[config.mk]
export PLATFORM = sky130hd
export DESIGN_NAME = two_axis_ramped_step_generator_unit_flat
export DESIGN_NICKNAME = d
export VERILOG_FILES = /design/src/rtl/rsg_pkg.sv /design/src/rtl/rsg_if.sv /design/src/rtl/rsg_cfg_regs.sv /design/src/rtl/rsg_core.sv /design/src/rtl/rsg_out_buf.sv /design/src/rtl/two_axis_ramped_step_generator_unit.sv /design/src/flat_wrapper.sv
export SDC_FILE = /design/constraint.sdc
export NUM_CORES = 1
export LEC_CHECK = 0
export ABC_AREA = 0
export ABC_CLOCK_PERIOD_IN_PS = 17200
export BUFFER_PORTS_ARGS = -buffer_cell sky130_fd_sc_hd__buf_2
export CAP_MARGIN = 25
export CORE_UTILIZATION = 55
export CTS_CLUSTER_SIZE = 8
export DETAILED_ROUTE_END_ITERATION = 6
export HOLD_SLACK_MARGIN = 0.02
export MAX_ROUTING_LAYER = met4
export PLACE_DENSITY = 0.73
export SLEW_MARGIN = 20
export SYNTH_ARGS = -nofsm -noshare
export SYNTH_HDL_FRONTEND = slang
export SYNTH_SLANG_ARGS = --single-unit
[constraint.sdc]
create_clock -name clk -period 17.2 [get_ports clk]
set_input_delay 3.44 -clock clk [delete_from_list [all_inputs] [get_ports clk]]
set_output_delay 3.44 -clock clk [all_outputs]
set_load 0.03 [all_outputs]
[src/rtl/rsg_pkg.sv]
package rsg_pkg;

  localparam int MOTOR_COUNT = 3;
  localparam int MOTOR_W     = 2;
  localparam int LINE_W      = 3;
  localparam int DIST_W      = 10;
  localparam int SPM_W       = 8;
  localparam int TIME_W      = 16;
  localparam int STEPS_W     = 18;
  localparam int ERR_W       = 20;
  localparam int ADDR_W      = 5;
  localparam int DATA_W      = 32;

  typedef enum logic [1:0] {
    PH_IDLE,
    PH_LOW,
    PH_HIGH
  } phase_t;

  typedef enum logic [2:0] {
    REG_STEPS_PER_MM,
    REG_START_DELAY,
    REG_MIN_DELAY,
    REG_ACCEL_STEP,
    REG_PULSE_HIGH
  } reg_idx_t;

  typedef enum logic {
    KIND_TICK,
    KIND_MOVE
  } kind_t;

  typedef struct packed {
    logic [SPM_W-1:0]  steps_per_mm;
    logic [TIME_W-1:0] start_delay_us;
    logic [TIME_W-1:0] delay_floor;
    logic [TIME_W-1:0] delay_dec;
    logic [TIME_W-1:0] pulse_high_us;
  } cfg_t;

  typedef struct packed {
    logic              kind;
    logic [MOTOR_W-1:0] motor_a;
    logic              dir_a;
    logic [MOTOR_W-1:0] motor_b;
    logic              dir_b;
    logic [DIST_W-1:0] dist_a;
    logic [DIST_W-1:0] dist_b;
  } in_item_t;

  typedef struct packed {
    logic [LINE_W-1:0] step_lines;
    logic [LINE_W-1:0] dir_lines;
    logic              busy_res;
    logic              move_done;
    logic              rejected;
  } out_item_t;

  // one-hot line mask for a motor, empty when the motor does not exist
  function automatic logic [LINE_W-1:0] motor_bit(input logic [MOTOR_W-1:0] motor);
    logic [LINE_W-1:0] m;
    m = '0;
    if (int'(motor) < MOTOR_COUNT && int'(motor) < LINE_W) begin
      m = LINE_W'(1) << motor;
    end
    return m;
  endfunction

  // phase lengths of zero are stretched to one tick
  function automatic logic [TIME_W-1:0] at_least_one(input logic [TIME_W-1:0] v);
    return (v == '0) ? TIME_W'(1) : v;
  endfunction

endpackage

[src/rtl/rsg_if.sv]
interface rsg_in_if;
  logic              valid;
  logic              ready;
  rsg_pkg::in_item_t data;

  modport source (output valid, output data, input ready);
  modport sink (input valid, input data, output ready);
endinterface

interface rsg_out_if;
  logic               valid;
  logic               ready;
  rsg_pkg::out_item_t data;

  modport source (output valid, output data, input ready);
  modport sink (input valid, input data, output ready);
endinterface

[src/rtl/rsg_cfg_regs.sv]
module rsg_cfg_regs (
  input  logic                       clk,
  input  logic                       rst_n,
  input  logic                       psel,
  input  logic                       penable,
  input  logic                       pwrite,
  input  logic [rsg_pkg::ADDR_W-1:0] paddr,
  input  logic [rsg_pkg::DATA_W-1:0] pwdata,
  output logic [rsg_pkg::DATA_W-1:0] prdata,
  output logic                       pready,
  output rsg_pkg::cfg_t              cfg
);

  rsg_pkg::cfg_t     cfg_r;
  rsg_pkg::reg_idx_t idx;
  logic              wr_en;

  assign pready = 1'b1;
  assign idx    = rsg_pkg::reg_idx_t'(paddr[rsg_pkg::ADDR_W-1:2]);
  assign wr_en  = psel & penable & pwrite & pready;
  assign cfg    = cfg_r;

  // register writes
  always_ff @(posedge clk) begin
    if (!rst_n) begin
      cfg_r.steps_per_mm   <= rsg_pkg::SPM_W'(80);
      cfg_r.start_delay_us <= rsg_pkg::TIME_W'(2000);
      cfg_r.delay_floor    <= rsg_pkg::TIME_W'(500);
      cfg_r.delay_dec      <= rsg_pkg::TIME_W'(10);
      cfg_r.pulse_high_us  <= rsg_pkg::TIME_W'(10);
    end else if (wr_en) begin
      case (idx)
        rsg_pkg::REG_STEPS_PER_MM: cfg_r.steps_per_mm   <= pwdata[rsg_pkg::SPM_W-1:0];
        rsg_pkg::REG_START_DELAY:  cfg_r.start_delay_us <= pwdata[rsg_pkg::TIME_W-1:0];
        rsg_pkg::REG_MIN_DELAY:    cfg_r.delay_floor    <= pwdata[rsg_pkg::TIME_W-1:0];
        rsg_pkg::REG_ACCEL_STEP:   cfg_r.delay_dec      <= pwdata[rsg_pkg::TIME_W-1:0];
        rsg_pkg::REG_PULSE_HIGH:   cfg_r.pulse_high_us  <= pwdata[rsg_pkg::TIME_W-1:0];
        default: ;
      endcase
    end
  end

  // readback
  always_comb begin
    prdata = '0;
    case (idx)
      rsg_pkg::REG_STEPS_PER_MM: prdata = rsg_pkg::DATA_W'(cfg_r.steps_per_mm);
      rsg_pkg::REG_START_DELAY:  prdata = rsg_pkg::DATA_W'(cfg_r.start_delay_us);
      rsg_pkg::REG_MIN_DELAY:    prdata = rsg_pkg::DATA_W'(cfg_r.delay_floor);
      rsg_pkg::REG_ACCEL_STEP:   prdata = rsg_pkg::DATA_W'(cfg_r.delay_dec);
      rsg_pkg::REG_PULSE_HIGH:   prdata = rsg_pkg::DATA_W'(cfg_r.pulse_high_us);
      default:                   prdata = '0;
    endcase
  end

endmodule

[src/rtl/rsg_core.sv]
module rsg_core (
  input  logic               clk,
  input  logic               rst_n,
  input  logic               acc,
  input  rsg_pkg::in_item_t  item,
  input  rsg_pkg::cfg_t      cfg,
  output rsg_pkg::out_item_t res
);

  localparam int EXT_ERR = rsg_pkg::ERR_W - rsg_pkg::STEPS_W;

  rsg_pkg::phase_t                    phase_r, phase_nxt;
  logic [rsg_pkg::TIME_W-1:0]         timer_r, timer_nxt;
  logic [rsg_pkg::TIME_W-1:0]         delay_r, delay_nxt;
  logic [rsg_pkg::STEPS_W-1:0]        prim_rem_r, prim_rem_nxt;
  logic [rsg_pkg::STEPS_W-1:0]        prim_tot_r, prim_tot_nxt;
  logic [rsg_pkg::STEPS_W-1:0]        sec_tot_r, sec_tot_nxt;
  logic signed [rsg_pkg::ERR_W-1:0]   err_r, err_nxt;
  logic [rsg_pkg::MOTOR_W-1:0]        pm_r, pm_nxt;
  logic [rsg_pkg::MOTOR_W-1:0]        sm_r, sm_nxt;
  logic                               pd_r, pd_nxt;
  logic                               sd_r, sd_nxt;
  logic                               on_sec_r, on_sec_nxt;
  logic [rsg_pkg::LINE_W-1:0]         step_r, step_nxt;
  logic [rsg_pkg::LINE_W-1:0]         dir_r, dir_nxt;

  logic [rsg_pkg::STEPS_W-1:0]        steps_a, steps_b;
  logic [rsg_pkg::TIME_W-1:0]         tmr_dec;
  logic signed [rsg_pkg::ERR_W-1:0]   err_sum;
  logic signed [rsg_pkg::ERR_W:0]     err_twice;
  logic signed [rsg_pkg::ERR_W:0]     tot_ext;
  logic                               bp;
  logic [rsg_pkg::MOTOR_W-1:0]        bp_motor;
  logic                               bp_dir;
  logic [rsg_pkg::LINE_W-1:0]         bp_bit;
  logic                               done;
  logic                               rej;

  // step counts of both axes
  assign steps_a = rsg_pkg::STEPS_W'(item.dist_a) * rsg_pkg::STEPS_W'(cfg.steps_per_mm);
  assign steps_b = rsg_pkg::STEPS_W'(item.dist_b) * rsg_pkg::STEPS_W'(cfg.steps_per_mm);

  // Bresenham error term
  assign tmr_dec   = timer_r - rsg_pkg::TIME_W'(1);
  assign err_sum   = err_r + $signed({{EXT_ERR{1'b0}}, sec_tot_r});
  assign err_twice = {err_sum, 1'b0};
  assign tot_ext   = $signed({{(EXT_ERR + 1){1'b0}}, prim_tot_r});

  // next state for one beat
  always_comb begin
    phase_nxt    = phase_r;
    timer_nxt    = timer_r;
    delay_nxt    = delay_r;
    prim_rem_nxt = prim_rem_r;
    prim_tot_nxt = prim_tot_r;
    sec_tot_nxt  = sec_tot_r;
    err_nxt      = err_r;
    pm_nxt       = pm_r;
    sm_nxt       = sm_r;
    pd_nxt       = pd_r;
    sd_nxt       = sd_r;
    on_sec_nxt   = on_sec_r;
    step_nxt     = step_r;
    dir_nxt      = dir_r;
    bp           = 1'b0;
    bp_motor     = pm_r;
    bp_dir       = pd_r;
    done         = 1'b0;
    rej          = 1'b0;

    if (item.kind == rsg_pkg::KIND_MOVE) begin
      if (phase_r != rsg_pkg::PH_IDLE) begin
        rej = 1'b1;
      end else begin
        if (steps_a > steps_b) begin
          pm_nxt = item.motor_a; pd_nxt = item.dir_a; prim_tot_nxt = steps_a;
          sm_nxt = item.motor_b; sd_nxt = item.dir_b; sec_tot_nxt  = steps_b;
        end else begin
          pm_nxt = item.motor_b; pd_nxt = item.dir_b; prim_tot_nxt = steps_b;
          sm_nxt = item.motor_a; sd_nxt = item.dir_a; sec_tot_nxt  = steps_a;
        end
        if (prim_tot_nxt == '0) begin
          done = 1'b1;
        end else begin
          prim_rem_nxt = prim_tot_nxt;
          err_nxt      = '0;
          delay_nxt    = cfg.start_delay_us;
          on_sec_nxt   = 1'b0;
          bp           = 1'b1;
          bp_motor     = pm_nxt;
          bp_dir       = pd_nxt;
        end
      end
    end else if (phase_r == rsg_pkg::PH_LOW) begin
      timer_nxt = tmr_dec;
      if (tmr_dec == '0) begin
        step_nxt  = step_r | rsg_pkg::motor_bit(on_sec_r ? sm_r : pm_r);
        phase_nxt = rsg_pkg::PH_HIGH;
        timer_nxt = rsg_pkg::at_least_one(cfg.pulse_high_us);
      end
    end else if (phase_r == rsg_pkg::PH_HIGH) begin
      timer_nxt = tmr_dec;
      if (tmr_dec == '0) begin
        // ramp the delay towards the floor
        if (delay_r > cfg.delay_floor) begin
          if (delay_r - cfg.delay_floor > cfg.delay_dec) begin
            delay_nxt = delay_r - cfg.delay_dec;
          end else begin
            delay_nxt = cfg.delay_floor;
          end
        end
        if (!on_sec_r) begin
          prim_rem_nxt = prim_rem_r - rsg_pkg::STEPS_W'(1);
          err_nxt      = err_sum;
          if (err_twice >= tot_ext) begin
            err_nxt    = err_sum - $signed({{EXT_ERR{1'b0}}, prim_tot_r});
            on_sec_nxt = 1'b1;
            bp         = 1'b1;
            bp_motor   = sm_r;
            bp_dir     = sd_r;
          end
        end else begin
          on_sec_nxt = 1'b0;
        end
        if (!bp) begin
          if (prim_rem_nxt == '0) begin
            phase_nxt = rsg_pkg::PH_IDLE;
            timer_nxt = '0;
            done      = 1'b1;
          end else begin
            bp       = 1'b1;
            bp_motor = pm_r;
            bp_dir   = pd_r;
          end
        end
      end
    end

    // pulse start: direction set, step line low, low phase armed
    bp_bit = rsg_pkg::motor_bit(bp_motor);
    if (bp) begin
      dir_nxt   = bp_dir ? (dir_nxt | bp_bit) : (dir_nxt & ~bp_bit);
      step_nxt  = step_nxt & ~bp_bit;
      phase_nxt = rsg_pkg::PH_LOW;
      timer_nxt = rsg_pkg::at_least_one(delay_nxt);
    end

    res.step_lines = step_nxt;
    res.dir_lines  = dir_nxt;
    res.busy_res   = (phase_nxt != rsg_pkg::PH_IDLE);
    res.move_done  = done;
    res.rejected   = rej;
  end

  // control state
  always_ff @(posedge clk) begin
    if (!rst_n) begin
      phase_r  <= rsg_pkg::PH_IDLE;
      on_sec_r <= 1'b0;
      step_r   <= '0;
      dir_r    <= '0;
      timer_r  <= '0;
      prim_rem_r <= '0;
    end else if (acc) begin
      phase_r  <= phase_nxt;
      on_sec_r <= on_sec_nxt;
      step_r   <= step_nxt;
      dir_r    <= dir_nxt;
      timer_r  <= timer_nxt;
      prim_rem_r <= prim_rem_nxt;
    end
  end

  // move data
  always_ff @(posedge clk) begin
    if (!rst_n) begin
      delay_r    <= '0;
      prim_tot_r <= '0;
      sec_tot_r  <= '0;
      err_r      <= '0;
      pm_r       <= '0;
      sm_r       <= '0;
      pd_r       <= 1'b0;
      sd_r       <= 1'b0;
    end else if (acc) begin
      delay_r    <= delay_nxt;
      prim_tot_r <= prim_tot_nxt;
      sec_tot_r  <= sec_tot_nxt;
      err_r      <= err_nxt;
      pm_r       <= pm_nxt;
      sm_r       <= sm_nxt;
      pd_r       <= pd_nxt;
      sd_r       <= sd_nxt;
    end
  end

endmodule

[src/rtl/rsg_out_buf.sv]
module rsg_out_buf (
  input  logic               clk,
  input  logic               rst_n,
  input  logic               push,
  input  rsg_pkg::out_item_t res,
  output logic               can_take,
  rsg_out_if.source          out_ch
);

  rsg_pkg::out_item_t main_r;
  rsg_pkg::out_item_t skid_r;
  logic               main_vld_r;
  logic               skid_vld_r;
  logic               pop;

  assign can_take     = !skid_vld_r;
  assign pop          = main_vld_r & out_ch.ready;
  assign out_ch.valid = main_vld_r;
  assign out_ch.data  = main_r;

  // valid flags
  always_ff @(posedge clk) begin
    if (!rst_n) begin
      main_vld_r <= 1'b0;
      skid_vld_r <= 1'b0;
    end else if (push) begin
      if (main_vld_r && !pop) begin
        skid_vld_r <= 1'b1;
      end else begin
        main_vld_r <= 1'b1;
      end
    end else if (pop) begin
      if (skid_vld_r) begin
        skid_vld_r <= 1'b0;
      end else begin
        main_vld_r <= 1'b0;
      end
    end
  end

  // beat data
  always_ff @(posedge clk) begin
    if (push) begin
      if (main_vld_r && !pop) begin
        skid_r <= res;
      end else begin
        main_r <= res;
      end
    end else if (pop && skid_vld_r) begin
      main_r <= skid_r;
    end
  end

endmodule

[src/rtl/two_axis_ramped_step_generator_unit.sv]
// Ramped two-axis step generator for three stepper motors.
// Input channel in_ch carries one beat per item: a one-microsecond tick
// (kind 0) or a start-move command (kind 1) with two motors, directions and
// distances in millimetres. Output channel out_ch returns exactly one beat
// per input beat: step and direction line levels, busy, move-done and
// move-rejected flags, showing the state after that item.
// Registers sit on the APB port: steps_per_mm at 0x0, start_delay_us 0x4,
// ramp floor 0x8, ramp decrement 0xC, pulse_high_us 0x10. Write them only
// while no move is running and no result is outstanding.
// Throughput is one item per cycle while in_ch.ready is high: all work for an
// item is a single pass through the step engine between its state registers
// and the result register; out_ch is driven from the output buffer registers.
// A two-entry output buffer lets the block take a further item while a
// result waits; when both entries are full in_ch.ready drops until the
// receiver takes a beat. Synchronous reset returns the engine to idle with
// all lines low and the registers at their defaults; no results are held.
module two_axis_ramped_step_generator_unit (
  input  logic                       clk,
  input  logic                       rst_n,
  rsg_in_if.sink                     in_ch,
  rsg_out_if.source                  out_ch,
  input  logic                       psel,
  input  logic                       penable,
  input  logic                       pwrite,
  input  logic [rsg_pkg::ADDR_W-1:0] paddr,
  input  logic [rsg_pkg::DATA_W-1:0] pwdata,
  output logic [rsg_pkg::DATA_W-1:0] prdata,
  output logic                       pready
);

  rsg_pkg::cfg_t      cfg;
  rsg_pkg::out_item_t res;
  logic               can_take;
  logic               acc;

  assign in_ch.ready = can_take;
  assign acc         = in_ch.valid & can_take;

  // configuration registers
  rsg_cfg_regs u_cfg (
    .clk     (clk),
    .rst_n   (rst_n),
    .psel    (psel),
    .penable (penable),
    .pwrite  (pwrite),
    .paddr   (paddr),
    .pwdata  (pwdata),
    .prdata  (prdata),
    .pready  (pready),
    .cfg     (cfg)
  );

  // step engine
  rsg_core u_core (
    .clk   (clk),
    .rst_n (rst_n),
    .acc   (acc),
    .item  (in_ch.data),
    .cfg   (cfg),
    .res   (res)
  );

  // result buffer
  rsg_out_buf u_buf (
    .clk      (clk),
    .rst_n    (rst_n),
    .push     (acc),
    .res      (res),
    .can_take (can_take),
    .out_ch   (out_ch)
  );

`ifndef SYNTHESIS
  // a refused move never clears busy
  a_rej_busy: assert property (@(posedge clk) disable iff (!rst_n)
    acc && res.rejected |-> res.busy_res)
    else $error("rejected move with engine idle");

  // a finished move leaves the engine idle
  a_done_idle: assert property (@(posedge clk) disable iff (!rst_n)
    acc && res.move_done |-> !res.busy_res && !res.rejected)
    else $error("move done while still busy");

  // input stalls only with a result waiting at the output
  a_stall_cause: assert property (@(posedge clk) disable iff (!rst_n)
    !can_take |-> out_ch.valid)
    else $error("input stalled with empty output");

  // the buffer fills only on a push against a stalled output
  a_fill: assert property (@(posedge clk) disable iff (!rst_n)
    $fell(can_take) |-> $past(acc && out_ch.valid && !out_ch.ready))
    else $error("buffer filled without a stalled push");
`endif

endmodule
[src/flat_wrapper.sv]
// flat-port wrapper written by rule: the top's interface ports become plain ports
module two_axis_ramped_step_generator_unit_flat 
  (clk, rst_n, psel, penable, pwrite, paddr, pwdata, prdata, pready, in_ch_valid, in_ch_data, in_ch_ready, out_ch_valid, out_ch_data, out_ch_ready);
  rsg_in_if in_ch_i ();
  rsg_out_if out_ch_i ();
  input  logic clk;
  input  logic rst_n;
  input  logic psel;
  input  logic penable;
  input  logic pwrite;
  input  logic [rsg_pkg::ADDR_W-1:0] paddr;
  input  logic [rsg_pkg::DATA_W-1:0] pwdata;
  output logic [rsg_pkg::DATA_W-1:0] prdata;
  output logic pready;
  input wire logic [$bits(in_ch_i.valid)-1:0] in_ch_valid;
  input wire logic [$bits(in_ch_i.data)-1:0] in_ch_data;
  output wire logic [$bits(in_ch_i.ready)-1:0] in_ch_ready;
  output wire logic [$bits(out_ch_i.valid)-1:0] out_ch_valid;
  output wire logic [$bits(out_ch_i.data)-1:0] out_ch_data;
  input wire logic [$bits(out_ch_i.ready)-1:0] out_ch_ready;
  assign in_ch_i.valid = in_ch_valid;
  assign in_ch_i.data = in_ch_data;
  assign in_ch_ready = in_ch_i.ready;
  assign out_ch_valid = out_ch_i.valid;
  assign out_ch_data = out_ch_i.data;
  assign out_ch_i.ready = out_ch_ready;
  two_axis_ramped_step_generator_unit u_core (.clk(clk), .rst_n(rst_n), .in_ch(in_ch_i), .out_ch(out_ch_i), .psel(psel), .penable(penable), .pwrite(pwrite), .paddr(paddr), .pwdata(pwdata), .prdata(prdata), .pready(pready));
endmodule
## Yosys cells after proc, flatten, opt, wreduce, memory -nomap -nowiden

Index checks and enable logic that the tools add are counted.

- Equal/unequal tests: 14
- Reductions and logical operators: 30
- Multiply operators: 2
- Order comparisons: 6
- Muxes and demuxes: 123
- Bitwise operators: 10
- Shift operators: 2
- Add/subtract/negate cells: 6

Operators by type and width:

| cell | count |
|---|---|
| $mux 16 | 18 |
| $mux 18 | 15 |
| $mux 20 | 8 |
| $pmux 16 s5 | 1 |
| $logic_not 16->1 | 3 |
| $mux 1 | 46 |
| $mux 2 | 21 |
| $logic_not 18->1 | 2 |
| $mul 10x8->18 | 2 |
| $mux 3 | 11 |
| $gt 16x16->1 | 2 |
| $sub 16x16->16 | 2 |
| $mux 9 | 3 |
| $ge 21x19->1 | 1 |
| $add 20x19->20 | 1 |
| $sub 20x19->20 | 1 |
| $gt 18x18->1 | 1 |
| $sub 18x1->18 const B | 1 |
| $reduce_and 2->1 | 8 |
| $sub 16x1->16 const B | 1 |
| $ne 2x2->1 const B | 6 |
| $reduce_bool 2->1 | 6 |
| $reduce_and 3->1 | 3 |
| $reduce_and 7->1 | 1 |
| other kinds (18) | 29 |

- Output and inout port bits: 44
- Input bits: 71
- Bits in registers: 213

## Longest topological paths before layout

Gate-level depths: netlist (run 1).

- Depth after elaboration: 21
- Mapped depth: 36
- Depth with buffers taken out: 32

## Modules after synthesis

From an unflattened synthesis (run 1), not the netlist that was laid out.

- Cells, all modules: 2637
- Area total of the unflattened synthesis: 21191.6 um^2

By module, submodules not included:

| module | area each (um^2) | cells each | instances |
|---|---|---|---|
| rsg_core | 16951.3 | 2228 | 1 |
| rsg_cfg_regs | 3449.6 | 367 | 1 |
| rsg_out_buf | 784.5 | 41 | 1 |
| two_axis_ramped_step_generator_unit | 6.3 | 1 | 1 |

## Least setup slack after synthesis (run 1)

No wires, ideal clock.

- Path kind: input port to flip-flop
- Start: in in_ch_data[19]
- End: reg u_core.u_buf.main_r, in the netlist u_core.u_buf.out_ch.data[5] (data pin)
- Buffers on the path: 2
- Required time: 16.940 ns
- Stages on the path: 30
- Library setup time: 0.260 ns
- Arrival time: 10.261 ns
- Path slack: 6.678 ns
- Path through: and2_1 -> fa_1 -> inv_1 -> fa_1 -> inv_1 -> fa_1 -> inv_1 -> fa_1 -> inv_1 -> ha_1 -> a21o_1 -> and2_1 -> a211oi_2 -> o31ai_1 -> xor2_1 -> ha_1 -> a21oi_1 -> a21boi_0 -> o31ai_1 -> nand2_1 -> clkbuf_1 -> nor3b_4 -> nor2_4 -> nor3_4 -> buf_4 -> o211ai_1 -> nand2_1 -> nor3b_4 -> mux2_4 -> mux2_4

RTL lines:

| item | line | RTL |
|---|---|---|
| start: declaration | flat_wrapper.sv:16 | `input wire logic [$bits(in_ch_i.data)-1:0] in_ch_data;` |
| end signal: assignment | rsg_out_buf.sv:47 | `main_r <= res;` |
| end signal: assignment | rsg_out_buf.sv:50 | `main_r <= skid_r;` |
| end: declaration | rsg_out_buf.sv:10 | `rsg_pkg::out_item_t main_r;` |

## Worst setup path in the final report (run 1)

- Start: in in_ch_data[4]
- End: reg u_core.u_core.err_r[16] (netlist name)

- Longest elaborated chain between the ends: 8

Ends and longest elaborated chain:

| item | line | RTL |
|---|---|---|
| $mul 10x8->18 * | rsg_core.sv:41 | `assign steps_b = rsg_pkg::STEPS_W'(item.dist_b) * rsg_pkg::STEPS_W'(cfg.steps_per_mm);` |
| $gt 18x18->1 | rsg_core.sv:75 | `if (steps_a > steps_b) begin` |
| $mux 18 * | rsg_core.sv:75 |  |
| $mux 18 * | rsg_core.sv:72 | `if (phase_r != rsg_pkg::PH_IDLE) begin` |
| $mux 18 * | rsg_core.sv:71 | `if (item.kind == rsg_pkg::KIND_MOVE) begin` |
| $logic_not 18->1 * | rsg_core.sv:82 | `if (prim_tot_nxt == '0) begin` |
| $ne 2x2->1 (no source line) * | -- |  |
| $reduce_and 7->1 (no source line) * | -- |  |
| end signal: assignment | rsg_core.sv:189 | `err_r <= err_nxt;` |
| end: declaration | rsg_core.sv:18 | `logic signed [rsg_pkg::ERR_W-1:0] err_r, err_nxt;` |

Every way passes the cells marked *; elsewhere a longest branch is shown, timed or not. The select of a mux whose other input is x is not followed.
A chain may end at the register's enable or synchronous reset.

==> metrics.md, run 1 <==
| Metric | Value |
|---|---|
| Result of the run | `finished, final reports clean` |
| Max-Slew Margin vs Limit | `between 30% and 40%` |
| Hold-fix buffers at CTS | `0` |
| Hpwl dp | `43,900 µm` |
| CTS tree | `yes` |
| Post-synthesis average cell area | `approximately 8 µm²` |
| Die outline height | `197 µm` |
| Primary flip-flop cell chosen by synthesis mapping | `sky130_fd_sc_hd__dfxtp_1` |
| Total of warnings raised by yosys | `0` |
| GP Congestion | `between 0.9 and 1` |
| Count of flip-flops with a built-in enable after synthesis | `18` |
| Clock-pin slew on the worst setup and hold paths | `0.05 ns` |
| Actual slew at the worst max-slew pin | `1.04 ns` |
| Vias per cell | `slightly above 6` |
| Routed WL per cell | `roughly 18 µm` |
| Setup crit start kind | `primary input` |
| Starting Density | `55.8%` |
| Length of the first detailed-routing pass in iterations | `6` |
| CP peak stage delay | `0.59 ns` |
| Post-layout util | `just under 60%` |
| Number of inserted filler cells in the final layout | `between 3,000 and 4,000` |
| Flops & latches, synth | `roughly 210` |
| Overflow after GRT | `0` |
| Largest driver fanout on the critical path | `35` |
| Number of max-slew violations in the final report | `0` |
| Mapped Area | `around 0.021 mm²` |
| Clock sink total | `213` |
| Number of cells traversed by the worst register-to-register path | `31` |
| Cell type with the largest total area after synthesis | `sky130_fd_sc_hd__dfxtp_1` |
| Total routing usage reported by global routing | `a little under a third` |
| HP Class | `flop to flop` |
| Data arrival time of the critical path | `12.62 ns` |
| Post CTS Setup Buffer Count | `0` |
| Number of max-cap violations | `0` |
| Pin count of the biggest net entering global routing | `between 80 and 90` |
| Hold path start | `u_core.u_core.prim_tot_r[5]$_SDFFE_PN0P_` |
| Detailed Route WL | `~58,000 µm` |
| Via count of the first global-routing pass | `18,547` |
| Row Count | `just over 70` |
| IO buf count | `79` |
| Number of buffers added by the clock tree synthesis step | `30` |
| Sort of element at the end of the critical path | `flop` |
| CTS resizes | `0` |
| Number of buffers on the longest clock path | `3` |
| Ports placed on the boundary | `roughly 120` |
| DRC violations left | `0` |
| Synth cell types | `slightly above 100` |
| Standard cell core area | `between 0.03 and 0.04 mm²` |
| Worst R2R Start | `u_core.u_cfg.cfg[67]$_SDFFE_PN0P_` |
| Total Neg Setup Slack | `0 ns` |
| Inserted Diodes | `0` |
| Data required time at the worst endpoint | `17.64 ns` |
| Slowest cell on the critical path | `sky130_fd_sc_hd__nand2_1` |
| Latest clock arrival within the worst-skew pair | `about 0.56 ns` |
| Register-to-Register Setup Slack | `between 7 and 8 ns` |
| Fraction of the yosys area taken by sequential cells | `21.1%` |
| Cell count after synthesis | `around 2,700` |
| Number of antenna violations at the first check in global routing | `0` |
| Largest cells by area after synthesis | `sky130_fd_sc_hd__dfxtp_1, sky130_fd_sc_hd__ha_1, sky130_fd_sc_hd__fa_1, sky130_fd_sc_hd__nand2_1, sky130_fd_sc_hd__a21oi_1` |
| Area share of the leading cell type in the synthesized netlist | `18.6%` |
| CTS HTree Levels | `1` |
| Class of the most critical setup path | `primary input to flop` |
| RSZ-0062 raised after global routing | `no` |
| Worst hold slack | `about 0.46 ns` |
| Starting DRC count in detailed routing | `between 1,500 and 2,000` |
| Final number of setup-violating endpoints | `0` |
| Layout Area Growth over Synthesis | `6.75%` |
| Cell area power density | `just under 90 mW/mm²` |
| Final worst path period share | `a little over two thirds` |
| Final worst clock skew | `0.0212 ns` |
| WHS Endpoint | `u_core.u_core.prim_tot_r[5]$_SDFFE_PN0P_` |
| Hold violation count in the final report | `0` |
| Horizontal die dimension | `197 µm` |
| Global-route wire length before repair | `between 90,000 and 100,000 µm` |
| Leakage | `just under 10 nW` |
| Max Clk Rate | `around 82 MHz` |
| Async set-or-reset flop fraction in the synthesized netlist | `0%` |
| Hold-critical path depth | `2` |
| Total power after layout | `between 1.5 and 2 mW` |
| Die outline area | `between 0.03 and 0.04 mm²` |
| Maximum vdd drop | `roughly 0.084 mV` |
| Number of antenna-violating nets in the routed design | `0` |
| Final Critical Period | `12.18 ns` |
| Root buffer selected by CTS | `sky130_fd_sc_hd__clkbuf_16` |
| Number of vias after detailed routing | `around 19,000` |
| Final net count | `around 3,000` |
| Ratio of cells with drive above 1 in the final layout | `approximately 6.9%` |
| Worst reg2reg endpoint | `u_core.u_core.err_r[16]$_SDFFE_PN0P_` |
==> power breakdown <==
group	total [mW]	leakage [nW]	switching, mW	internal (mW)
registers	0.561	1.76	0.0316	0.530
clock network	0.532	0.390	0.215	0.317
logic	0.893	7.75	0.551	0.342
total	1.99	9.91	0.797	1.19
==> flip-flops by register name, indices dropped and copies added (netlist names), 2 cells and up <==
register and cells:
u_core.u_cfg.cfg 72, u_core.u_core.prim_tot_r 18, u_core.u_core.sm_r 2, u_core.u_core.err_r 20, u_core.u_core.delay_r 16, u_core.u_buf.out_ch.data 9
u_core.u_core.dir_r 3, u_core.u_core.phase_r 2, u_core.u_core.sec_tot_r 18, u_core.u_core.pm_r 2, u_core.u_buf.skid_r 9, u_core.u_core.step_r 3
u_core.u_core.prim_rem_r 18, u_core.u_core.timer_r 16
==> placed cells by master (no fill, tap or decap), types with 11 or more instances in the layout <==
master                      instances
sky130_fd_sc_hd__o31ai_1           18
sky130_fd_sc_hd__o21a_1            18
sky130_fd_sc_hd__nor3_1            44
sky130_fd_sc_hd__or3_1             11
sky130_fd_sc_hd__inv_1            232
sky130_fd_sc_hd__buf_2             79
sky130_fd_sc_hd__xor2_1            34
sky130_fd_sc_hd__o22ai_1           26
sky130_fd_sc_hd__buf_4             15
sky130_fd_sc_hd__o211ai_1          33
sky130_fd_sc_hd__a211o_1           13
sky130_fd_sc_hd__o21ai_0          101
sky130_fd_sc_hd__conb_1            17
sky130_fd_sc_hd__a22oi_1           34
sky130_fd_sc_hd__xnor2_1           55
sky130_fd_sc_hd__nand3_1           49
sky130_fd_sc_hd__a31oi_1           11
sky130_fd_sc_hd__a211oi_1          57
sky130_fd_sc_hd__and2_1           141
sky130_fd_sc_hd__nor2_1           214
sky130_fd_sc_hd__o21bai_1          11
sky130_fd_sc_hd__clkbuf_16         31
sky130_fd_sc_hd__nand4_1           11
sky130_fd_sc_hd__nor4_1            28
sky130_fd_sc_hd__nand2b_1          22
sky130_fd_sc_hd__a21oi_1          229
sky130_fd_sc_hd__nor2b_1           15
sky130_fd_sc_hd__fa_1             100
sky130_fd_sc_hd__nand2_1          340
sky130_fd_sc_hd__edfxtp_1          18
sky130_fd_sc_hd__dfxtp_1          195
sky130_fd_sc_hd__ha_1             197
sky130_fd_sc_hd__a21o_1            45
sky130_fd_sc_hd__mux2i_1           48
==> kinds of logic after synthesis <==
kind of cell,synth area share [%]
and+or+nand+nor,21.8
AOI/OAI and AO/OA,21.8
buffers and inverters,7.16
adders and majority gates,21.3
DFF,21.1
xor gates and xnor gates,3.71
muxes,3.13
other,0.0357
==> cell usage after synthesis (7+ instances only) <==
cell type                  count
sky130_fd_sc_hd__or3_1        11
sky130_fd_sc_hd__fa_1        100
sky130_fd_sc_hd__a211o_1      13
sky130_fd_sc_hd__a21boi_0      7
sky130_fd_sc_hd__nand2_1     341
sky130_fd_sc_hd__inv_1       233
sky130_fd_sc_hd__nand4_1      11
sky130_fd_sc_hd__and3_1       10
sky130_fd_sc_hd__nor4_1       29
sky130_fd_sc_hd__o22ai_1      26
sky130_fd_sc_hd__mux2i_1      48
sky130_fd_sc_hd__nor2_1      216
sky130_fd_sc_hd__nor3_1       44
sky130_fd_sc_hd__a21o_1       45
sky130_fd_sc_hd__nand2b_1     22
sky130_fd_sc_hd__a22oi_1      34
sky130_fd_sc_hd__nand3_1      49
sky130_fd_sc_hd__mux2_2        9
sky130_fd_sc_hd__o211ai_1     33
sky130_fd_sc_hd__and2_1      141
sky130_fd_sc_hd__a31oi_1      11
sky130_fd_sc_hd__a211oi_1     57
sky130_fd_sc_hd__clkbuf_1     98
sky130_fd_sc_hd__o221ai_1      7
sky130_fd_sc_hd__buf_1        10
sky130_fd_sc_hd__a21oi_1     229
sky130_fd_sc_hd__o21a_1       18
sky130_fd_sc_hd__buf_2         7
sky130_fd_sc_hd__nor2b_1      16
sky130_fd_sc_hd__o31a_1        7
sky130_fd_sc_hd__xnor2_1      55
sky130_fd_sc_hd__o21bai_1     11
sky130_fd_sc_hd__ha_1        197
sky130_fd_sc_hd__buf_4        21
sky130_fd_sc_hd__edfxtp_1     18
sky130_fd_sc_hd__xor2_1       34
sky130_fd_sc_hd__o21ai_0     101
sky130_fd_sc_hd__dfxtp_1     195
sky130_fd_sc_hd__o31ai_1      19
sky130_fd_sc_hd__o211a_1       8
==> critical path, delay by kind of cell <==
family	cells	cell delay [ns]
XOR/XNOR	1	0.50
multiplexers	1	0.27
AO/OA/AOI/OAI	10	2.51
buffers and inverters	7	1.11
AND/OR/NAND/NOR	7	2.07
adder cells (fa/ha/maj)	6	2.69
==> final cells by class <==
cell class                 count  area [µm²]  share of cell area [%]
clock buffer                  38         802                    3.57
inverter                     233         877                    3.91
multi-input combinational   2107       15200                    67.6
sequential                   213        4440                    19.8
tap                          511         639                    2.85
timing repair buffer          94         508                    2.26
==> how the worst max path moves through the flow <==
stage,from,end,slack (ns)
final,in_ch_data[4],u_core.u_core.err_r[16]$_SDFFE_PN0P_,5.02
after global routing,in_ch_data[9],u_core.u_core.err_r[16]$_SDFFE_PN0P_,4.46
after CTS,in_ch_data[4],u_core.u_core.err_r[16]$_SDFFE_PN0P_,5.10
after detailed placement,in_ch_data[4],u_core.u_core.err_r[16]$_SDFFE_PN0P_,4.54
after global placement,in_ch_data[4],u_core.u_core.err_r[16]$_SDFFE_PN0P_,4.66
after floorplan,in_ch_data[19],u_core.u_buf.out_ch.data[5]$_DFFE_PP_,6.68
==> per-layer routing <==
metal | track usage (%) | up-vias | share of wire [%]
met5 | - | - | 0
met4 | 5.66 | 0 | 1.3
met3 | 3.14 | 66 | 7.1
met2 | 49.6 | 747 | 45
met1 | 42.8 | 9250 | 46
li1 | - | 9311 | -
==> through the flow <==
step | worst slack [ns] | instances | cell area [µm²]
after global placement | 4.66 | 3158 | 21600
after CTS | 5.10 | 3196 | 22400
final | 5.02 | 3196 | 22400
after detailed placement | 4.54 | 3158 | 21600
after global routing | 4.46 | 3196 | 22400
after floorplan | 6.68 | 2693 | 21100
(Power assumes the default switching activity.)
==> run 2: changes to the inputs <==
Settings changed: ABC_CLOCK_PERIOD_IN_PS 17200 to 10200, PLACE_DENSITY 0.73 to 0.76.
Clock period 17.2 ns to 10.2 ns, I/O delays scaled along.
==> metrics.md, run 2 (synthesis gave the netlist of run 1 again) <==
| Metric | Value |
|---|---|
| Latest clock arrival within the worst-skew pair | `0.57 ns` |
| Number of vias after detailed routing | `19,363` |
| Maximum vdd drop | `about 0.14 mV` |
| Largest driver fanout on the critical path | `8` |
| Routed WL per cell | `approximately 18 µm` |
| Sort of element at the end of the critical path | `flop` |
| Number of buffers on the longest clock path | `3` |
| Switching part of the total power | `40.3%` |
| Worst-case setup margin in the final layout | `around 0.76 ns` |
| Total power after layout | `between 3 and 4 mW` |
| Data required time at the worst endpoint | `~11 ns` |
| Row Count | `71` |
| Length of the first detailed-routing pass in iterations | `5` |
| Clock-pin slew on the worst setup and hold paths | `0.05 ns` |
| Count of buffer and inverter cells on the critical path | `4` |
| Total Neg Setup Slack | `0 ns` |
| Worst-case setup slack after placement | `between 0.2 and 0.3 ns` |
| Most used cells in the layout excluding fill and tap cells | `sky130_fd_sc_hd__nand2_1, sky130_fd_sc_hd__inv_1, sky130_fd_sc_hd__a21oi_1` |
| Ratio of cells with drive above 1 in the final layout | `under 10%` |
| Actual slew at the worst max-slew pin | `about 1 ns` |
| Standard cell core area | `around 0.038 mm²` |
| IO buf count | `roughly 80` |
| Hold violation count in the final report | `0` |
| Worst hold slack | `0.462 ns` |
| Slowest cell on the critical path | `sky130_fd_sc_hd__xnor2_1` |
| Max Clk Rate | `106 MHz` |
| Max-Slew Margin vs Limit | `33.5%` |
| GP Congestion | `approximately 0.95` |
| Footprint of the multi-input gates | `roughly 0.015 mm²` |
| Final worst path period share | `just over 90%` |
| CTS HTree Levels | `1` |
| Detailed Route WL | `58,700 µm` |
| Crit path top cell by count | `sky130_fd_sc_hd__fa_1` |
| Hpwl dp | `around 45,000 µm` |
| Result of the run | `finished, final reports clean` |
| Class of the most critical setup path | `primary input to flop` |
| Number of max-slew violations in the final report | `0` |
| Post CTS Setup Buffer Count | `0` |
| Top cell family by delay on the critical path | `adder cells` |
| RSZ-0062 raised after global routing | `no` |
| Number of max-cap violations | `0` |
| Via count of the first global-routing pass | `~19,000` |
| Hold-fix buffers at CTS | `0` |
| Final net count | `approximately 3,000` |
| Total routing usage reported by global routing | `a little under a third` |
| Cell Int Power | `2.01 mW` |
| Starting DRC count in detailed routing | `1,766` |
| Switch Pwr | `1.36 mW` |
| Die outline area | `0.0390 mm²` |
| Final worst clock skew | `about 0.033 ns` |
| Cell area power density | `between 100 and 150 mW/mm²` |
| HP Class | `flop to flop` |
| CP peak stage delay | `around 0.57 ns` |
| Leakage | `9.95 nW` |
| Final number of setup-violating endpoints | `0` |
| Clock network fraction of design power | `about a quarter` |
| Flop pwr share | `28.1%` |
| CTS resizes | `0` |
| Ports placed on the boundary | `around 120` |
| CTS tree | `yes` |
| Global-route wire length before repair | `95,300 µm` |
| Flip-flop count of the largest register, all copies and words added | `around 70` |
| DRC violations left | `0` |
| Number of buffers added by the clock tree synthesis step | `30` |
| Post-layout util | `approximately 60%` |
| Inserted Diodes | `0` |
| Pin count of the biggest net entering global routing | `between 90 and 100` |
| Starting Density | `55.8%` |
| Horizontal die dimension | `slightly below 200 µm` |
| Layout Area Growth over Synthesis | `7.16%` |
| Data arrival time of the critical path | `9.75 ns` |
| Part of the power in combinational logic | `between 40% and 50%` |
| Clock sink total | `213` |
| Storage element area | `0.00444 mm²` |
| Setup crit start kind | `primary input` |
| Most common cell after layout, fill and taps aside | `sky130_fd_sc_hd__nand2_1` |
| Number of antenna violations at the first check in global routing | `0` |
| Number of antenna-violating nets in the routed design | `0` |
| Die outline height | `between 150 and 200 µm` |
| Vias per cell | `between 6 and 7` |
| Number of inserted filler cells in the final layout | `approximately 3,500` |
| Final Critical Period | `approximately 9.4 ns` |
| Root buffer selected by CTS | `sky130_fd_sc_hd__clkbuf_16` |
| Overflow after GRT | `0` |
-- run 2: cell count changes in the layout (fill, tap and decap cells not counted) --
| cell | previous run | this run |
|---|---|---|
| sky130_fd_sc_hd__buf_4 | 15 | 21 |
| sky130_fd_sc_hd__nor2b_1 | 15 | 13 |
| sky130_fd_sc_hd__nor2b_2 | 1 | 3 |
| sky130_fd_sc_hd__buf_16 | 0 | 1 |
| sky130_fd_sc_hd__clkbuf_1 | 7 | 8 |
| sky130_fd_sc_hd__clkbuf_16 | 31 | 30 |
| sky130_fd_sc_hd__clkinv_16 | 0 | 1 |
-- run 2: power groups by stage --
stage / sequential [mW] / combinational [mW] / clock (mW)
2_1_floorplan: 0.947 / 1.15 / 0
3_3_place_gp: 0.958 / 1.45 / 0
3_5_place_dp: 0.961 / 1.50 / 0
4_1_cts: 0.944 / 1.51 / 0.897
5_1_grt: 0.953 / 1.69 / 0.930
6_report: 0.947 / 1.54 / 0.887
-- run 2: final timing paths --
check / startpoint / end / slack (ns) / cells past startpoint
setup / recovery: in_ch_data[15] / u_core.u_buf.out_ch.data[5]$_DFFE_PP_ / 0.76 / 28
hold / removal: u_core.u_core.prim_tot_r[5]$_SDFFE_PN0P_ / u_core.u_core.prim_tot_r[5]$_SDFFE_PN0P_ / 0.46 / 2
setup reg to reg: u_core.u_cfg.cfg[66]$_SDFFE_PN0P_ / u_core.u_buf.out_ch.data[5]$_DFFE_PP_ / 1.43 / 27
hold reg to reg: u_core.u_core.prim_tot_r[5]$_SDFFE_PN0P_ / u_core.u_core.prim_tot_r[5]$_SDFFE_PN0P_ / 0.46 / 2
-- run 2: layer usage --
metal / track usage [%] / vias up / routed length [µm]
met5: - / - / 0
met4: 8.13 / 0 / 1450
met3: 4.34 / 108 / 4720
met2: 49.0 / 780 / 26400
met1: 41.9 / 9141 / 26100
li1: - / 9334 / -
-- run 2: final cells by class --
cell class	count	share of cell area [%]
multi-input combinational	2107	67.4
sequential	213	19.7
inverter	233	3.89
clock buffer	38	3.47
tap	511	2.84
timing repair buffer	101	2.58
clock inverter	1	0.133
-- run 2: tightest hold or removal path, delay by kind of cell, from the launching register on --
| family | cells | cell delay, ns |
|---|---|---|
| AOI/OAI and AO/OA | 1 | 0.05 |
| and+or+nand+nor | 1 | 0.05 |
| DFF | 1 | 0.31 |
-- run 2: stage by stage --
step | instance area (µm²) | instances
global placement | 21700 | 3164
finish | 22500 | 3204
global route | 22500 | 3204
CTS | 22500 | 3203
floorplan | 21100 | 2693
detailed placement | 21700 | 3164
==> run 3: changes to the inputs <==
Settings changed: PLACE_DENSITY 0.76 to unset, PLACE_DENSITY_LB_ADDON set to 0.08, SLEW_MARGIN 20 to unset.
==> metrics.md, run 3 (synthesis gave the netlist of run 1 again) <==
| Metric | Value |
|---|---|
| Result of the run | `finished, final reports clean` |
| IO buf count | `around 80` |
| Class of the most critical setup path | `primary input to flop` |
| Number of antenna-violating nets in the routed design | `0` |
| Max-Slew Margin vs Limit | `24.7%` |
| Final worst clock skew | `approximately 0.019 ns` |
| Largest driver fanout on the critical path | `9` |
| CP peak stage delay | `approximately 0.56 ns` |
| Die outline area | `between 0.03 and 0.04 mm²` |
| Standard cell core area | `between 0.03 and 0.04 mm²` |
| Total routing usage reported by global routing | `between 30% and 40%` |
| Crit path top cell by count | `sky130_fd_sc_hd__fa_1` |
| Hpwl dp | `45,200 µm` |
| Final Critical Period | `about 9.6 ns` |
| Most used cells in the layout excluding fill and tap cells | `sky130_fd_sc_hd__nand2_1, sky130_fd_sc_hd__inv_1, sky130_fd_sc_hd__a21oi_1` |
| Row Count | `71` |
| Starting Density | `approximately 56%` |
| Number of max-cap violations | `0` |
| Overflow after GRT | `0` |
| Data arrival time of the critical path | `roughly 10 ns` |
| Leakage | `between 10 and 15 nW` |
| Maximum vdd drop | `0.127 mV` |
| CTS resizes | `0` |
| Final net count | `between 3,000 and 4,000` |
| Horizontal die dimension | `just under 200 µm` |
| WHS Endpoint | `u_core.u_core.prim_tot_r[16]$_SDFFE_PN0P_` |
| Worst reg2reg endpoint | `u_core.u_buf.out_ch.data[5]$_DFFE_PP_` |
| Root buffer selected by CTS | `sky130_fd_sc_hd__clkbuf_16` |
| Hold-critical path depth | `2` |
| Via count of the first global-routing pass | `18,408` |
| CTS HTree Levels | `1` |
| HP Class | `flop to flop` |
| Clock-pin slew on the worst setup and hold paths | `~0.05 ns` |
| Number of max-slew violations in the final report | `0` |
| Register-to-Register Setup Slack | `about 1.3 ns` |
| DRC violations left | `0` |
| Number of antenna violations at the first check in global routing | `1` |
| Final number of setup-violating endpoints | `0` |
| GP Congestion | `between 0.9 and 1` |
| CTS tree | `yes` |
| Worst R2R Start | `u_core.u_cfg.cfg[66]$_SDFFE_PN0P_` |
| Actual slew at the worst max-slew pin | `1.12 ns` |
| Ports placed on the boundary | `approximately 120` |
| Most common cell after layout, fill and taps aside | `sky130_fd_sc_hd__nand2_1` |
| Worst hold slack | `about 0.46 ns` |
| Number of buffers added by the clock tree synthesis step | `30` |
| Data required time at the worst endpoint | `between 10 and 15 ns` |
| Cell area power density | `roughly 150 mW/mm²` |
| Latest clock arrival within the worst-skew pair | `about 0.56 ns` |
| Die outline height | `197 µm` |
| Sort of element at the end of the critical path | `flop` |
| Number of cells traversed by the worst register-to-register path | `29` |
| Number of vias after detailed routing | `approximately 19,000` |
| Hold path start | `u_core.u_core.prim_tot_r[16]$_SDFFE_PN0P_` |
| Length of the first detailed-routing pass in iterations | `6` |
| Post CTS Setup Buffer Count | `0` |
| Number of inserted filler cells in the final layout | `around 3,600` |
| Final worst path period share | `between 90% and 100%` |
| Hold-fix buffers at CTS | `0` |
| Total Neg Setup Slack | `0 ns` |
| Layout Area Growth over Synthesis | `7.45%` |
| Number of buffers on the longest clock path | `3` |
| Pin count of the biggest net entering global routing | `between 80 and 90` |
| Setup crit start kind | `primary input` |
| Hold violation count in the final report | `0` |
| Starting DRC count in detailed routing | `around 1,500` |
| Slowest cell on the critical path | `sky130_fd_sc_hd__fa_1` |
| Detailed Route WL | `between 50,000 and 60,000 µm` |
| Ratio of cells with drive above 1 in the final layout | `7.44%` |
| Routed WL per cell | `approximately 19 µm` |
| RSZ-0062 raised after global routing | `no` |
| Global-route wire length before repair | `~97,000 µm` |
| Max Clk Rate | `~100 MHz` |
| Clock sink total | `between 200 and 250` |
| Flip-flop count of the largest register, all copies and words added | `slightly above 70` |
| Vias per cell | `5.97` |
-- run 3: worst max path at each step --
stage	start	end	slack, ns
CTS	in_ch_data[15]	u_core.u_buf.out_ch.data[5]$_DFFE_PP_	0.76
detailed placement	in_ch_data[19]	u_core.u_buf.out_ch.data[5]$_DFFE_PP_	0.19
global route	in_ch_data[15]	u_core.u_core.timer_r[13]$_SDFFE_PN0P_	0.12
finish	in_ch_data[15]	u_core.u_buf.out_ch.data[5]$_DFFE_PP_	0.63
floorplan	in_ch_data[19]	u_core.u_buf.out_ch.data[5]$_DFFE_PP_	1.08
global placement	in_ch_data[19]	u_core.u_buf.out_ch.data[5]$_DFFE_PP_	0.19
-- run 3: critical path: cells and delay by family --
kind	cells	cell delay (ns)
AO/OA/AOI/OAI	7	1.72
XOR/XNOR	1	0.53
adder cells (fa/ha/maj)	6	2.68
buffers and inverters	4	0.32
multiplexers	3	0.90
AND/OR/NAND/NOR	9	1.66
-- run 3: metal layers --
metal  global-route usage [%]  vias up  part of all wire (%)
li1                         -     9360                     -
met1                     44.7     9190                    48
met2                     48.0      571                    43
met3                     4.56       82                   7.2
met4                     7.52        0                   1.9
met5                        -        -                     0
-- run 3: through the flow --
stage | worst slack (ns) | total power [mW] | util [%] | std cells | cell area, µm²
floorplan | 1.08 | 2.10 | - | 2693 | 21100
global placement | 0.185 | 2.44 | 57.8 | 3176 | 21800
detailed placement | 0.185 | 2.48 | 57.8 | 3176 | 21800
CTS | 0.760 | 3.39 | 60.0 | 3213 | 22600
global route | 0.119 | 3.61 | 60.0 | 3214 | 22600
finish | 0.631 | 3.39 | 60.0 | 3214 | 22600
-- run 3: layout make-up --
class / instances / area [µm²] / area share, %
Timing Repair Buffer: 112 / 656 / 2.90
Sequential cell: 213 / 4440 / 19.7
Multi-Input combinational cell: 2107 / 15200 / 67.1
Clock buffer: 37 / 808 / 3.58
Tap cell: 511 / 639 / 2.83
Inverter: 233 / 877 / 3.88
Antenna cell: 1 / 2.50 / 0.0111
-- run 3: where the power goes --
group	internal, mW	switching [mW]	total, mW
combinational	0.603	0.935	1.54
clock	0.540	0.367	0.908
sequential	0.893	0.0546	0.948
